`src/rtl/core/knob_volume_pulse_generator_unit_macros.svh`:
```
// Assertion helpers shared by the block.
`ifndef KNOB_VOLUME_PULSE_GENERATOR_UNIT_MACROS_SVH
`define KNOB_VOLUME_PULSE_GENERATOR_UNIT_MACROS_SVH

// Checked on every clock edge outside reset.
`define KVPG_ASSERT(lbl, prop, msg) \
  lbl: assert property (@(posedge clk) disable iff (rst) prop) else $error(msg);

// Checked on every clock edge, reset included.
`define KVPG_ASSERT_ALWAYS(lbl, prop, msg) \
  lbl: assert property (@(posedge clk) prop) else $error(msg);

`endif

```
`src/rtl/core/kvpg_pkg.sv`:
```
package kvpg_pkg;

  // Queue and count sizing.
  localparam int QUEUE_DEPTH = 16;
  localparam int COUNT_WIDTH = 16;
  localparam int PTR_W = (QUEUE_DEPTH > 1) ? $clog2(QUEUE_DEPTH) : 1;
  localparam int CNT_W = $clog2(QUEUE_DEPTH + 1);

  // Saturation bounds of a queued count.
  localparam longint CountMax = (64'sd1 <<< (COUNT_WIDTH - 1)) - 64'sd1;
  localparam longint CountMin = -CountMax - 64'sd1;

  typedef logic signed [COUNT_WIDTH-1:0] count_t;

  // Pulse bit masks in the consumer report.
  localparam logic [1:0] BIT_NONE     = 2'b00;
  localparam logic [1:0] BIT_VOL_UP   = 2'b01;
  localparam logic [1:0] BIT_VOL_DOWN = 2'b10;

  typedef enum logic [1:0] {
    OP_MOTION = 2'd0,
    OP_BUILD  = 2'd1,
    OP_SENT   = 2'd2
  } op_t;

  typedef struct packed {
    logic push;
    logic pop;
  } fifo_ctl_t;

  typedef struct packed {
    logic empty;
    logic full;
  } fifo_sts_t;

endpackage

```
`src/rtl/core/kvpg_fifo.sv`:
```
module kvpg_fifo (
  input  logic               clk,
  input  logic               rst,
  input  kvpg_pkg::fifo_ctl_t ctl,
  input  kvpg_pkg::count_t   push_data,
  output kvpg_pkg::fifo_sts_t sts,
  output kvpg_pkg::count_t   head_data
);

  kvpg_pkg::count_t entries [kvpg_pkg::QUEUE_DEPTH];
  logic [kvpg_pkg::PTR_W-1:0] head;
  logic [kvpg_pkg::PTR_W-1:0] tail;
  logic [kvpg_pkg::CNT_W-1:0] fill;

  // Status flags and the oldest entry.
  assign sts.empty = (fill == '0);
  assign sts.full  = (fill == kvpg_pkg::CNT_W'(kvpg_pkg::QUEUE_DEPTH));
  assign head_data = entries[head];

  // Storage is written at the tail; it is not cleared at reset.
  always_ff @(posedge clk) begin
    if (ctl.push) begin
      entries[tail] <= push_data;
    end
  end

  // Pointers wrap at the queue depth, which need not be a power of two.
  always_ff @(posedge clk) begin
    if (rst) begin
      head <= '0;
      tail <= '0;
      fill <= '0;
    end else begin
      if (ctl.push) begin
        tail <= (tail == kvpg_pkg::PTR_W'(kvpg_pkg::QUEUE_DEPTH - 1)) ? '0 : tail + 1'b1;
      end
      if (ctl.pop) begin
        head <= (head == kvpg_pkg::PTR_W'(kvpg_pkg::QUEUE_DEPTH - 1)) ? '0 : head + 1'b1;
      end
      if (ctl.push && !ctl.pop) begin
        fill <= fill + 1'b1;
      end else if (ctl.pop && !ctl.push) begin
        fill <= fill - 1'b1;
      end
    end
  end

endmodule

```
`src/rtl/core/kvpg_pulse.sv`:
```
module kvpg_pulse (
  input  logic                clk,
  input  logic                rst,
  input  logic                build_en,
  input  logic                sent_en,
  input  logic [7:0]          key_bits,
  input  kvpg_pkg::fifo_sts_t fifo_sts,
  input  kvpg_pkg::count_t    head_data,
  output logic                pop,
  output logic [7:0]          report_bits
);

  kvpg_pkg::count_t pending_steps;
  kvpg_pkg::count_t pending_steps_next;
  logic [1:0]       pulse_bit;
  logic [1:0]       pulse_bit_next;
  logic             release_pending;
  logic             release_pending_next;
  logic [7:0]       last_sent;
  logic [7:0]       last_sent_next;

  kvpg_pkg::count_t cand;
  logic             have_count;
  logic [1:0]       step_bit;
  logic [7:0]       busy_bits;
  logic             busy;

  // Pick the count to work on and the key it drives.
  always_comb begin
    have_count = 1'b0;
    cand       = pending_steps;
    if (pulse_bit == kvpg_pkg::BIT_NONE) begin
      have_count = (pending_steps != '0) || !fifo_sts.empty;
      cand       = (pending_steps != '0) ? pending_steps : head_data;
    end
    step_bit  = (cand > 0) ? kvpg_pkg::BIT_VOL_DOWN : kvpg_pkg::BIT_VOL_UP;
    busy_bits = key_bits | last_sent;
    busy      = |(busy_bits[1:0] & step_bit);
  end

  // Report build and acknowledgement handling.
  always_comb begin
    pending_steps_next   = pending_steps;
    pulse_bit_next       = pulse_bit;
    release_pending_next = release_pending;
    last_sent_next       = last_sent;
    pop                  = 1'b0;
    report_bits          = '0;

    if (build_en) begin
      report_bits = key_bits | {6'b0, pulse_bit & {2{!release_pending}}};
      if (pulse_bit == kvpg_pkg::BIT_NONE) begin
        report_bits = key_bits;
        if (have_count) begin
          pop = (pending_steps == '0);
          if (busy) begin
            pending_steps_next = cand;
          end else begin
            pulse_bit_next     = step_bit;
            pending_steps_next = (cand > 0) ? cand - kvpg_pkg::count_t'(1)
                                            : cand + kvpg_pkg::count_t'(1);
            report_bits        = key_bits | {6'b0, step_bit};
          end
        end
      end
    end

    if (sent_en) begin
      last_sent_next = key_bits;
      if (pulse_bit != kvpg_pkg::BIT_NONE) begin
        if (!release_pending && ((key_bits[1:0] & pulse_bit) != 2'b00)) begin
          release_pending_next = 1'b1;
        end else if (release_pending && ((key_bits[1:0] & pulse_bit) == 2'b00)) begin
          pulse_bit_next       = kvpg_pkg::BIT_NONE;
          release_pending_next = 1'b0;
        end
      end
    end
  end

  // Pulse state registers.
  always_ff @(posedge clk) begin
    if (rst) begin
      pending_steps   <= '0;
      pulse_bit       <= kvpg_pkg::BIT_NONE;
      release_pending <= 1'b0;
      last_sent       <= '0;
    end else begin
      pending_steps   <= pending_steps_next;
      pulse_bit       <= pulse_bit_next;
      release_pending <= release_pending_next;
      last_sent       <= last_sent_next;
    end
  end

endmodule

```
`src/rtl/core/knob_volume_pulse_generator_unit.sv`:
```
// Throughput: one item per cycle while results are drained; the input register and
// the result register are updated together, so a held result still leaves room
// for one more beat.
// Reset clears the queue pointers, the pulse state and both valid flags.
// The queue storage itself is not cleared.
`include "knob_volume_pulse_generator_unit_macros.svh"

module knob_volume_pulse_generator_unit (
  input  logic        clk,
  input  logic        rst,
  input  logic        in_valid,
  output logic        in_ready,
  input  logic [1:0]  operation,
  input  logic signed [15:0] motion_amount,
  input  logic [7:0]  key_bits,
  output logic        out_valid,
  input  logic        out_ready,
  output logic [7:0]  report_bits,
  output logic        queue_overflow
);

  logic               s1_valid;
  logic [1:0]         s1_op;
  logic signed [15:0] s1_amount;
  logic [7:0]         s1_keys;
  logic               advance;

  logic               is_motion;
  logic               is_build;
  logic               is_sent;
  logic signed [33:0] amount_ext;
  kvpg_pkg::count_t   sat_amount;
  logic               overflow;
  logic [7:0]         report;
  logic               pop;

  kvpg_pkg::fifo_ctl_t fifo_ctl;
  kvpg_pkg::fifo_sts_t fifo_sts;
  kvpg_pkg::count_t    head_data;

  // The held beat moves on when the result register is free or being drained.
  assign advance  = s1_valid && (!out_valid || out_ready);
  assign in_ready = !s1_valid || advance;

  // Input register.
  always_ff @(posedge clk) begin
    if (rst) begin
      s1_valid <= 1'b0;
    end else if (in_ready) begin
      s1_valid <= in_valid;
    end
  end

  always_ff @(posedge clk) begin
    if (in_valid && in_ready) begin
      s1_op     <= operation;
      s1_amount <= motion_amount;
      s1_keys   <= key_bits;
    end
  end

  // Operation decode.
  always_comb begin
    is_motion = 1'b0;
    is_build  = 1'b0;
    is_sent   = 1'b0;
    unique case (kvpg_pkg::op_t'(s1_op))
      kvpg_pkg::OP_MOTION: is_motion = 1'b1;
      kvpg_pkg::OP_BUILD:  is_build  = 1'b1;
      kvpg_pkg::OP_SENT:   is_sent   = 1'b1;
      default: ;
    endcase
  end

  // Saturate the motion to the signed range of a queued count.
  always_comb begin
    amount_ext = 34'(s1_amount);
    if (amount_ext > 34'(kvpg_pkg::CountMax)) begin
      sat_amount = kvpg_pkg::count_t'(kvpg_pkg::CountMax);
    end else if (amount_ext < 34'(kvpg_pkg::CountMin)) begin
      sat_amount = kvpg_pkg::count_t'(kvpg_pkg::CountMin);
    end else begin
      sat_amount = kvpg_pkg::count_t'(amount_ext);
    end
  end

  // Nonzero motion is queued, or flagged when the queue is full.
  assign overflow      = is_motion && (s1_amount != '0) && fifo_sts.full;
  assign fifo_ctl.push = advance && is_motion && (s1_amount != '0) && !fifo_sts.full;
  assign fifo_ctl.pop  = advance && pop;

  kvpg_fifo u_fifo (
    .clk       (clk),
    .rst       (rst),
    .ctl       (fifo_ctl),
    .push_data (sat_amount),
    .sts       (fifo_sts),
    .head_data (head_data)
  );

  kvpg_pulse u_pulse (
    .clk         (clk),
    .rst         (rst),
    .build_en    (advance && is_build),
    .sent_en     (advance && is_sent),
    .key_bits    (s1_keys),
    .fifo_sts    (fifo_sts),
    .head_data   (head_data),
    .pop         (pop),
    .report_bits (report)
  );

  // Result register.
  always_ff @(posedge clk) begin
    if (rst) begin
      out_valid <= 1'b0;
    end else if (advance) begin
      out_valid <= 1'b1;
    end else if (out_ready) begin
      out_valid <= 1'b0;
    end
  end

  always_ff @(posedge clk) begin
    if (advance) begin
      report_bits    <= report;
      queue_overflow <= overflow;
    end
  end

  // Queue control never underflows or overflows the storage.
  `KVPG_ASSERT(a_pop_not_empty, fifo_ctl.pop |-> !fifo_sts.empty, "pop from empty queue")
  `KVPG_ASSERT(a_push_not_full, fifo_ctl.push |-> !fifo_sts.full, "push into full queue")
  // A stalled beat stays in the input register.
  `KVPG_ASSERT(a_hold_stalled, s1_valid && !advance |=> s1_valid, "stalled beat lost")
  // The queue is empty in the cycle after any reset cycle.
  `KVPG_ASSERT_ALWAYS(a_reset_empty, rst |=> fifo_sts.empty, "queue not empty after reset")

endmodule
```
`config.mk`:
```
export PLATFORM = sky130hd
export DESIGN_NAME = knob_volume_pulse_generator_unit
export DESIGN_NICKNAME = d
export VERILOG_FILES = /design/src/rtl/core/kvpg_pkg.sv /design/src/rtl/core/kvpg_fifo.sv /design/src/rtl/core/kvpg_pulse.sv /design/src/rtl/core/knob_volume_pulse_generator_unit.sv
export VERILOG_INCLUDE_DIRS = /design/src /design/src/rtl/core
export SDC_FILE = /design/constraint.sdc
export NUM_CORES = 1
export LEC_CHECK = 0
export BUFFER_PORTS_ARGS = -buffer_cell sky130_fd_sc_hd__buf_4
export CAP_MARGIN = 20
export CORE_UTILIZATION = 56
export DETAILED_ROUTE_END_ITERATION = 7
export PLACE_DENSITY = 0.86
export SLEW_MARGIN = 20
export SYNTH_ARGS = -nofsm -noshare
export SYNTH_HDL_FRONTEND = slang
export SYNTH_HIERARCHICAL = 1
export SYNTH_SLANG_ARGS = --single-unit
```
`constraint.sdc`:
```
create_clock -name clk -period 3.8 [get_ports clk]
set_input_delay 0.19 -clock clk [delete_from_list [all_inputs] [get_ports clk]]
set_output_delay 0.19 -clock clk [all_outputs]
set_load 0.02 [all_outputs]
```
==> flow_results.xml <==
<?xml version="1.0" encoding="UTF-8"?>
<metrics>
  <group name="detailed_routing">
    <metric name="drt-wirelength-per-cell" unit="um">25.6</metric>
    <metric name="final_antenna_net_count" unit="">0</metric>
    <metric name="routed_wirelength" unit="um">35300</metric>
    <metric name="dr.first_iter.drc_count" unit="">931</metric>
    <metric name="via_count" unit="">8526</metric>
    <metric name="detailed_routing_iteration_count_for_the_pre_antenna_repair_pass" unit="">5</metric>
    <metric name="post_drt_via_cell_ratio" unit="">6.19</metric>
    <metric name="drcViolationCount" unit="">0</metric>
  </group>
  <group name="synthesis">
    <metric name="post_synth_instance_area" unit="um2">13900</metric>
    <metric name="avgSynthCellArea" unit="um2">16.7</metric>
    <metric name="synthCells" unit="">833</metric>
    <metric name="synth_cell_types" unit="">64</metric>
    <metric name="post_synth_arst_share" unit="%">0</metric>
    <metric name="synth-edff-count" unit="">291</metric>
    <metric name="syn_nets" unit="">890</metric>
    <metric name="synth_seq_area_share" unit="%">68.5</metric>
    <metric name="ys.flop_type" unit="">sky130_fd_sc_hd__edfxtp_1</metric>
    <metric name="yosys_warning_total" unit="">6</metric>
    <metric name="synth-seq-cells" unit="">331</metric>
  </group>
  <group name="power_and_ir_drop">
    <metric name="power_density" unit="nW/um2">515</metric>
    <metric name="worst_ir_drop_vdd" unit="uV">429</metric>
    <metric name="cellLeakagePower" unit="nW">6.03</metric>
  </group>
  <group name="worst_setup_path">
    <metric name="slowest_stage" unit="">sky130_fd_sc_hd__mux4_2</metric>
    <metric name="cpMostUsedCell" unit="">sky130_fd_sc_hd__buf_12</metric>
    <metric name="worstPathCellList" unit="">buf_12 &gt; buf_12 &gt; mux4_2 &gt; a22oi_2 &gt; nand2_2 &gt; nor4_4 &gt; nand4_1 &gt; nand4_2 &gt; a31oi_4 &gt; buf_12 &gt; ha_4 &gt; a21o_1 &gt; nor3_2 &gt; o21ai_1 &gt; o21a_1 &gt; a311oi_4 &gt; xnor2_1 &gt; mux2i_1 &gt; a211oi_1</metric>
    <metric name="timing.critical_path.max_delay_family" unit="">compound AO/OA/AOI/OAI gates</metric>
    <metric name="path_max_fanout" unit="">10</metric>
    <metric name="criticalPathCategory" unit="">reg -&gt; reg</metric>
    <metric name="ff2ff_setup_slack" unit="ns">-0.50</metric>
    <metric name="timing.critical_path.from_type" unit="">flip-flop</metric>
    <metric name="reg2reg_depth" unit="">19</metric>
    <metric name="cp_data_arrival_time" unit="ns">4.71</metric>
    <metric name="cpPeakStageDelay" unit="ns">0.55</metric>
    <metric name="end_kind" unit="">flip-flop</metric>
    <metric name="worst-endpoint-required" unit="ns">4.22</metric>
    <metric name="buffers_inverters_on_critical_path" unit="">3</metric>
    <metric name="timing.rr.end" unit="">u_pulse/pending_steps[7]</metric>
  </group>
  <group name="min_path">
    <metric name="hold_path_depth" unit="">4</metric>
    <metric name="worst_hold_path_type" unit="">in -&gt; reg</metric>
    <metric name="hold_path_startpoint" unit="">out_ready</metric>
    <metric name="min_to" unit="">out_valid</metric>
  </group>
  <group name="place">
    <metric name="finalWeightedCongestion" unit="">0.889</metric>
    <metric name="place.detailed.hpwl" unit="um">19900</metric>
    <metric name="buffer_ports.inserted" unit="">40</metric>
    <metric name="place_area" unit="um2">15500</metric>
  </group>
  <group name="global_routing">
    <metric name="grt_max_degree" unit="">39</metric>
    <metric name="grt_overflow" unit="">0</metric>
    <metric name="number_of_antenna_violations_at_the_first_check_in_global_routing" unit="">0</metric>
    <metric name="grt.total_usage" unit="%">27.5</metric>
    <metric name="first_global_vias" unit="">8963</metric>
    <metric name="first_pass_grt_wire_length" unit="um">51800</metric>
  </group>
  <group name="clock_tree">
    <metric name="clock_tree.htree_level_count" unit="">2</metric>
    <metric name="cts_inserted_buffers" unit="">34</metric>
    <metric name="cts_sinks" unit="">331</metric>
    <metric name="clock_tree_from_tritoncts" unit="">done</metric>
    <metric name="clock_insertion_delay_worst_skew" unit="ns">0.54</metric>
    <metric name="clkTransAtPathRegs" unit="ns">0.07</metric>
    <metric name="cts_root_buffer" unit="">sky130_fd_sc_hd__clkbuf_16</metric>
    <metric name="clk_path_buf_depth" unit="">3</metric>
  </group>
  <group name="timing">
    <metric name="tmin_final" unit="ns">4.30</metric>
    <metric name="report.final.hold_viol_count" unit="">0</metric>
    <metric name="grt_setup_unrepaired" unit="">yes</metric>
    <metric name="layout_worst_path_cycle_share" unit="%">113</metric>
    <metric name="skew" unit="ns">0.0386</metric>
    <metric name="final-setup-viol-count" unit="">12</metric>
    <metric name="tightest_slew" unit="ns">1.02</metric>
    <metric name="relSlewSlack" unit="%">31.8</metric>
    <metric name="post_route_setup_slack" unit="ns">-0.496</metric>
    <metric name="timing_max_transition_violations_final" unit="">0</metric>
    <metric name="fmax" unit="MHz">233</metric>
    <metric name="totalNegativeSetupSlack" unit="ns">-4.38</metric>
  </group>
  <group name="layout">
    <metric name="layout.cells.most_common" unit="">sky130_fd_sc_hd__edfxtp_1</metric>
    <metric name="layout.filler_cells" unit="">1336</metric>
    <metric name="final_layout_size_suffix_gt1_share" unit="%">36.8</metric>
    <metric name="num-nets-final" unit="">1084</metric>
    <metric name="n_antenna_cell" unit="">0</metric>
    <metric name="area_delta_synth_final" unit="%">24.9</metric>
    <metric name="layout.cells.most_common_list" unit="">sky130_fd_sc_hd__edfxtp_1 (291), sky130_fd_sc_hd__buf_4 (163), sky130_fd_sc_hd__mux4_2 (60)</metric>
    <metric name="area_of_all_placed_cells_without_fillers" unit="um2">17400</metric>
  </group>
  <group name="status">
    <metric name="status" unit="">complete, but fails checks</metric>
    <metric name="violations" unit="">setup timing</metric>
  </group>
  <group name="run">
    <metric name="drv.max_cap_violation_count" unit="">0</metric>
  </group>
  <group name="floorplanning">
    <metric name="core_area" unit="um2">24300</metric>
    <metric name="io-pin-count" unit="">41</metric>
    <metric name="die-area" unit="um2">25500</metric>
    <metric name="die_h" unit="um">160</metric>
    <metric name="core.rowCount" unit="">57</metric>
    <metric name="floorplan.initialDensity" unit="%">57.3</metric>
    <metric name="die_x" unit="um">160</metric>
  </group>
</metrics>
## registers in the layout (all words and copies together), names as in the netlist, 4 cells and up, named ones only
register / flops
report_bits: 8
u_fifo/tail: 4
s1_keys: 8
s1_amount: 16
u_pulse/pending_steps: 16
u_fifo/entries: 256
u_fifo/head: 4
u_fifo/fill: 5
## cell type report
class	instances	area, um2	share of cell area (%)
well taps	324	405	2.33
flip-flops and latches	331	9540	54.9
inverters	21	78.8	0.453
clock buffers	39	891	5.12
repair buffers	206	1820	10.5
multi-input cells	433	4470	25.7
clock inverters	23	186	1.07
## worst max-delay path by stage
stage / from / end / cells after the start
after global placement: flip-flop / u_pulse/pending_steps[13] / 19
final: flip-flop / u_pulse/pending_steps[7] / 19
after detailed placement: flip-flop / u_pulse/pending_steps[13] / 18
after CTS: flip-flop / u_pulse/pending_steps[7] / 19
after global routing: flip-flop / u_pulse/pending_steps[9] / 19
after floorplan: flip-flop / u_pulse/pending_steps[12] / 18
## worst reg2reg max path, delay by kind of cell (launching register included)
kind	cells	cell delay, ns
XOR/XNOR	1	0.20
flip-flops	1	0.39
buffers and inverters	3	0.50
multiplexers	2	0.66
adder cells (fa/ha/maj)	1	0.21
AND/OR/NAND/NOR	5	0.85
AO/OA/AOI/OAI	7	1.37
## power by group
group          internal [mW]  switching, mW
sequential              3.99         0.0345
combinational          0.823          0.843
clock                   1.84           1.43
## cells by family (layout without fill, tap and decap cells)
| family | Yosys count | after routing | share of synthesized area [%] |
|---|---|---|---|
| flops | 331 | 331 | 68.5 |
| simple gates | 176 | 176 | 6.85 |
| compound gates | 136 | 136 | 7.04 |
| mux | 79 | 79 | 11.8 |
| buf+inv | 69 | 289 | 2.38 |
| fa+ha+maj | 27 | 27 | 2.53 |
| xor+xnor | 15 | 15 | 0.943 |
## metal layers
| layer | vias up | GRT usage, % | share of wire (%) |
|---|---|---|---|
| li1 | 3683 | - | - |
| met1 | 4274 | 33.8 | 36 |
| met2 | 482 | 47.7 | 52 |
| met3 | 87 | 4.68 | 7.8 |
| met4 | 0 | 12.7 | 3.3 |
| met5 | - | 0 | 0 |
## metrics by stage
step	utilization [%]	cells	hold WS [ns]	worst slack (ns)	total power, mW
2_1_floorplan	-	833	0.259	-0.0640	5.00
5_1_grt	71.5	1377	0.0280	-0.633	9.23
4_1_cts	70.3	1364	0.00286	-0.442	8.80
6_report	71.5	1377	0.0226	-0.496	8.96
3_5_place_dp	63.6	1267	0.369	-0.659	5.49
3_3_place_gp	63.6	1267	0.368	-0.550	5.45
## repair_timing
action	CTS	global route
cloned	1	1
pin swaps	16	24
endpoints found under the setup margin	16	16
gates resized for setup	39	44
hold buffers	26	0
setup buffers	8	12
hold endpoints to repair	26	0
## synth_stat cells, types with 3 or more instances
| master | n | share of area, % |
|---|---|---|
| sky130_fd_sc_hd__nor2_1 | 53 | 1.4 |
| sky130_fd_sc_hd__a211oi_1 | 7 | 0.38 |
| sky130_fd_sc_hd__and2_1 | 26 | 1.2 |
| sky130_fd_sc_hd__a2111oi_2 | 6 | 0.65 |
| sky130_fd_sc_hd__a21o_1 | 13 | 0.70 |
| sky130_fd_sc_hd__nor2b_1 | 6 | 0.27 |
| sky130_fd_sc_hd__buf_4 | 3 | 0.16 |
| sky130_fd_sc_hd__a21oi_1 | 36 | 1.3 |
| sky130_fd_sc_hd__nor4bb_1 | 3 | 0.22 |
| sky130_fd_sc_hd__buf_6 | 6 | 0.49 |
| sky130_fd_sc_hd__a21oi_2 | 3 | 0.19 |
| sky130_fd_sc_hd__clkbuf_1 | 28 | 0.75 |
| sky130_fd_sc_hd__xnor2_1 | 11 | 0.69 |
| sky130_fd_sc_hd__a22oi_1 | 33 | 1.8 |
| sky130_fd_sc_hd__xor2_1 | 4 | 0.25 |
| sky130_fd_sc_hd__or3_1 | 4 | 0.18 |
| sky130_fd_sc_hd__mux2i_1 | 12 | 0.86 |
| sky130_fd_sc_hd__and3_1 | 4 | 0.18 |
| sky130_fd_sc_hd__nor4_4 | 3 | 0.46 |
| sky130_fd_sc_hd__edfxtp_1 | 291 | 63 |
| sky130_fd_sc_hd__nor4_1 | 9 | 0.40 |
| sky130_fd_sc_hd__nand2b_1 | 4 | 0.18 |
| sky130_fd_sc_hd__inv_1 | 21 | 0.57 |
| sky130_fd_sc_hd__buf_1 | 5 | 0.13 |
| sky130_fd_sc_hd__nor3b_1 | 4 | 0.22 |
| sky130_fd_sc_hd__buf_2 | 4 | 0.14 |
| sky130_fd_sc_hd__nand2_1 | 34 | 0.92 |
| sky130_fd_sc_hd__nand3_1 | 10 | 0.36 |
| sky130_fd_sc_hd__o21a_1 | 4 | 0.22 |
| sky130_fd_sc_hd__nand4_1 | 3 | 0.13 |
| sky130_fd_sc_hd__mux4_2 | 56 | 9.1 |
| sky130_fd_sc_hd__o21bai_1 | 5 | 0.27 |
| sky130_fd_sc_hd__ha_1 | 25 | 2.2 |
| sky130_fd_sc_hd__nor3_1 | 4 | 0.14 |
| sky130_fd_sc_hd__dfxtp_1 | 40 | 5.8 |
| sky130_fd_sc_hd__o21ai_0 | 9 | 0.32 |
| sky130_fd_sc_hd__mux4_1 | 8 | 1.5 |
Power figures use the tool's default switching activity.
